<file path="config.mk">
export PLATFORM = sky130hd
export DESIGN_NAME = dstwr_div_step
export DESIGN_NICKNAME = d
export VERILOG_FILES = /design/src/sv/dstwr_pkg.sv /design/src/sv/dstwr_div_step.sv
export SDC_FILE = /design/constraint.sdc
export NUM_CORES = 1
export LEC_CHECK = 0
export BUFFER_PORTS_ARGS = -buffer_cell sky130_fd_sc_hd__buf_2
export CAP_MARGIN = 20
export CORE_ASPECT_RATIO = 0.75
export CORE_MARGIN = 4
export CORE_UTILIZATION = 50
export DETAILED_ROUTE_END_ITERATION = 6
export PLACE_DENSITY_LB_ADDON = 0.08
export SLEW_MARGIN = 10
export SYNTH_ARGS = -nofsm -noshare
export SYNTH_HDL_FRONTEND = slang
export SYNTH_SLANG_ARGS = --single-unit
</file>
<file path="constraint.sdc">
create_clock -name clock -period 6.7 [get_ports clock]
set_input_delay 0 -clock clock [delete_from_list [all_inputs] [get_ports clock]]
set_output_delay 0 -clock clock [all_outputs]
set_load 0.01 [all_outputs]
</file>
<file path="src/sv/dstwr_pkg.sv">
// Widths, constants and the divider word type of the ranging block.
package dstwr_pkg;

   localparam int STAMP_BITS    = 40;
   localparam int DEN_W         = STAMP_BITS + 2;
   localparam int MAG_W         = 2 * STAMP_BITS;
   localparam int LO_W          = STAMP_BITS / 2;
   localparam int HI_W          = STAMP_BITS - LO_W;
   localparam int QUO_W         = 32;
   localparam int BITS_PER_STEP = 2;
   localparam int DIV_STAGES    = QUO_W / BITS_PER_STEP;
   localparam int SH_W          = DEN_W + QUO_W;
   localparam int CMP_W         = (MAG_W > SH_W) ? MAG_W : SH_W;

   localparam logic [QUO_W-1:0] POS_LIMIT = {1'b0, {(QUO_W-1){1'b1}}};
   localparam logic [QUO_W-1:0] NEG_LIMIT = {1'b1, {(QUO_W-1){1'b0}}};

   // One word in flight through the divider stages.
   typedef struct packed {
      logic [DEN_W-1:0] rem;
      logic [QUO_W-1:0] quo;
      logic [QUO_W-1:0] low;
      logic [DEN_W-1:0] den;
      logic             neg;
      logic             big;
      logic             zden;
   } div_state_type;

endpackage

</file>
<file path="src/sv/dstwr_div_step.sv">
// One registered stage of the restoring divider, two quotient bits (BITS_PER_STEP) per stage.
module dstwr_div_step
   import dstwr_pkg::*;
(
   input  logic          clock,
   input  logic          reset,
   input  logic          advance,
   input  logic          stage_valid,
   input  div_state_type stage_word,
   output logic          valid_ff,
   output div_state_type step_ff
);

   div_state_type step_in;

   // Shift in each next dividend bit and subtract where the remainder allows.
   always_comb begin
      div_state_type s;
      logic [DEN_W:0] trial;
      s = stage_word;
      trial = '0;
      for (int i = 0; i < BITS_PER_STEP; i++) begin
         trial = {s.rem, s.low[QUO_W-1]};
         s.low = s.low << 1;
         if (trial >= {1'b0, s.den}) begin
            trial = trial - {1'b0, s.den};
            s.quo = {s.quo[QUO_W-2:0], 1'b1};
         end else begin
            s.quo = {s.quo[QUO_W-2:0], 1'b0};
         end
         s.rem = trial[DEN_W-1:0];
      end
      step_in = s;
   end

   // Advance the word with its valid bit.
   always_ff @(posedge clock) begin
      if (reset) begin
         valid_ff <= 1'b0;
      end else if (advance) begin
         valid_ff <= stage_valid;
      end
   end

   always_ff @(posedge clock) begin
      if (advance) begin
         step_ff <= step_in;
      end
   end

endmodule

</file>
# After elaboration in Yosys (flattened, before gate mapping)
# Index checks and enable logic that the tools add are counted.
[op_classes] add_sub_neg=2 magnitude_cmp=2 n_mux=4
[op_table] operator="greater-or-equal comparator 43 x 42 -> 1 bit" n=2
[op_table] operator="two-way mux 42 bit" n=2
[op_table] operator="subtractor 42 bit" n=2
[op_table] operator="two-way mux 1 bit" n=2
[word_totals] output_inout_bits=152 register_bits=150 wordCells=16

# Logic depth before layout (Yosys ltp)
[logic_depth] word_depth=4 mapped_depth=27 mapped_depth_nobuf=24

# Worst setup path after synthesis
# Ideal clock, no wire load.
[synth_path] path_type="input-to-reg" from="input stage_word[4] (netlist name)" to="register step_ff[149] (netlist name), data pin" setup_slack_ns=1.410 required_ns=6.440 arrival_ns=5.030 n_path_buf=1 stages=24 cell_sequence="inv_1 -> ha_1 -> nor2b_1 -> o31a_1 -> o311a_1 -> o2111a_1 -> o2111ai_2 -> nand3_1 -> nand2_2 -> inv_2 -> clkbuf_1 -> nand2_1 -> o21ai_0 -> fa_1 -> nand2b_1 -> a211oi_1 -> o41ai_2 -> nand2_1 -> nor3b_2 -> o2111ai_1 -> a41oi_1 -> mux2_2 -> a2111o_1 -> mux2_4"
[synth_rtl] element="start, declared" line="dstwr_div_step.sv:9" text="input div_state_type stage_word,"
[synth_rtl] element="end signal, assigned" line="dstwr_div_step.sv:47" text="step_ff <= step_in;"
[synth_rtl] element="end, declared" line="dstwr_div_step.sv:11" text="output div_state_type step_ff"

==> reports/summary.txt <==
Status -> complete, no violations
Worst slew pin tran -> 843 ps
Slowest-stage cell, CP -> dlygate4sd3_1
Iter 0 DRT Violations -> 715
Register area share after synthesis -> 0.436
Min cycle time layout -> 6340 ps
Wirelength, routed -> 29,100 um
Crit-path max cell delay -> 520 ps
CTS tree -> done
Synthesized flop and latch total -> 150
Clk buf depth -> 2
CP arrival -> 6510 ps
Worst Path Max Fanout -> 7
Final ANT Viol Nets -> 0
WHS Endpoint -> step_ff[124]
Max H-tree Level -> 4
Path depth of the worst reg2reg path -> 3
Global Route Usage Sum -> 0.247
Initial antenna violation count -> 0
Nets -> 1,621
Fin Setup TNS -> 0 ps
Setup WS post-layout -> 362 ps
EDFF count, synth -> 149
PD cells -> 278 nW/um^2
Largest net degree at the start of global routing -> 82
Depth of the worst hold-timing path -> 3
Gate Count Post-Synth -> 966
Post-synth top area cell -> edfxtp_1
Ports -> 307
Initial Util -> 0.509
Ys async rst share -> 0
Die X -> 174 um
Max_cap viols -> 0
Clock transition at path regs -> 70 ps
Yosys Warn Count -> 0
Max transition margin -> 0.438
Dpl ws -> 439 ps
Via Count -> 9,206
Via density -> 5.58
Max Slew Vio Count -> 0
FF-to-FF Start -> valid_ff
DRC viols -> 0
Critical path's top delay family -> compound AO/OA/AOI/OAI gates
Required time of the worst setup path -> 6880 ps
Die Y -> 132 um
CP Launch Type -> input port
Buf/Inv on CP -> 3
Final core occ -> 0.679
Period utilization -> 0.946
Clk sinks -> 150
Port bufs -> 302
Primary FF master, synth -> edfxtp_1
Lkg Pwr -> 6.29 nW
Share of cells above drive strength 1 -> 0.295
Clk root buf -> clkbuf_16
Register-to-Register Setup Slack -> 5520 ps
VDD IR max -> 171 uV
Setup bufs post-CTS -> 0
Clk_skew -> 0 ps
Fmax -> 0.158 GHz
Hold Path Origin -> stage_word[122]
Top cell type's share of synthesized area -> 0.434
Largest cells by area after synthesis -> edfxtp_1, ha_1, mux2_4
Mapped cell area -> 10,300 um^2
Setup violations, final -> 0
Wire length of the first global-routing pass -> 46,200 um
TritonCTS Buffers -> 17
Post-DR wirelength/cell -> 17.6 um
Levels on crit path -> 25
Core Box Area -> 20,300 um^2
RSZ-0062 raised after global routing -> false
Hold Crit Class -> input port to flip-flop
Synth top cells by count -> edfxtp_1, ha_1, a21oi_1
Clk_lat worst skew -> 420 ps
Die ar. -> 23,000 um^2
Final hold vios -> 0
Avg Inst Size Synth -> 10.7 um^2
Area growth syn-to-layout -> 33.5%
FILL cells -> 1,577
Placer Congestion -> 0.920
Final HPWL DP -> 21,800 um
Num rows -> 45
Crit path kind -> input port to flip-flop
Worst R2R End -> valid_ff
Drt first pass iters -> 6
Most common cell in the netlist -> edfxtp_1
Vias in the first global route -> 8,854
Gr ovfl total -> 0
ANT cells -> 0
Critical Path End Type -> flip-flop
Yosys cell types -> 76
==> cell families (layout without fill, tap and decap cells) <==
family | count (synthesis) | after routing | share of synthesized area
XOR/XNOR | 65 | 65 | 0.0552
adder cells (fa/ha/maj) | 86 | 86 | 0.106
multiplexers | 52 | 52 | 0.0700
other | 1 | 2 | 0.000364
flip-flops | 150 | 150 | 0.436
AND/OR/NAND/NOR | 242 | 242 | 0.117
AO/OA/AOI/OAI | 284 | 284 | 0.179
buffers and inverters | 86 | 512 | 0.0360
==> routing by layer <==
| metal | global-route usage | wire [um] | share of wire |
|---|---|---|---|
| met1 | 0.357 | 13500 | 0.47 |
| met2 | 0.386 | 13000 | 0.45 |
| met3 | 0.0530 | 2130 | 0.073 |
| met4 | 0.0558 | 375 | 0.013 |
| met5 | 0 | 0 | 0 |
==> worst max path at each step <==
stage                         from      endpoint
floorplan            stage_word[4]  step_ff[149]
global placement    stage_word[76]  step_ff[149]
detailed placement  stage_word[76]  step_ff[149]
CTS                  stage_word[3]  step_ff[149]
global route         stage_word[3]  step_ff[149]
finish               stage_word[3]  step_ff[149]
==> registers in the layout, indices dropped and copies added, names as in the netlist <==
name / cells
valid_ff: 1
step_ff: 149
==> stage by stage <==
step	area (um^2)	power (W)	std cells	hold WS, ps
after global routing	13800	0.00404	1651	61.9
after floorplan	10300	0.00240	967	72.4
after global placement	12100	0.00283	1511	158
final	13800	0.00383	1651	55.6
after detailed placement	12100	0.00284	1511	163
after CTS	13800	0.00383	1651	49.0
==> cell usage in the layout, fill, tap and decap left out, types with 6 or more instances in the layout <==
master,count
edfxtp_1,149
nand3_1,17
buf_4,8
a211oi_1,9
clkbuf_16,17
o21ai_1,8
o211ai_1,8
buf_2,301
o31ai_1,8
nor3_1,14
ha_1,84
mux2_4,35
nand2b_1,12
a21o_1,39
xnor2_1,35
nand4_1,11
nor2b_1,10
and2_1,11
a21oi_1,77
dlygate4sd3_1,108
xor2_1,30
o21a_1,14
inv_1,59
nor2_1,49
a31oi_1,12
o21ai_0,56
o21bai_1,6
nand2_1,77
and3_1,13
mux2_2,11
==> final cells by class <==
| type | count | area (um^2) | area share |
|---|---|---|---|
| clock buffer | 18 | 429 | 0.0312 |
| timing repair buffer | 420 | 2700 | 0.196 |
| sequential | 150 | 4490 | 0.326 |
| inverter | 60 | 225 | 0.0164 |
| tap | 258 | 323 | 0.0234 |
| multi-input combinational | 731 | 5460 | 0.397 |
| clock inverter | 14 | 138 | 0.0100 |
==> worst reg2reg max path: stages, from the launching register on <==
cell	delay [ps]
dfxtp_1	320
mux2i_1	150
nor2_1	50
dlygate4sd3_1	550
==> repair_timing <==
action	4_1_cts	5_1_grt
gates resized for setup	0	2
endpoints found under the hold margin	107	0
hold buffers	108	0
setup endpoints to repair	0	24
==> where the power goes <==
group	leakage [nW]	switching (W)	internal, W
sequential	1.47	0.0000342	0.00123
combinational	4.55	0.000857	0.000779
clock	0.273	0.000430	0.000493
(Power assumes the default switching activity.)
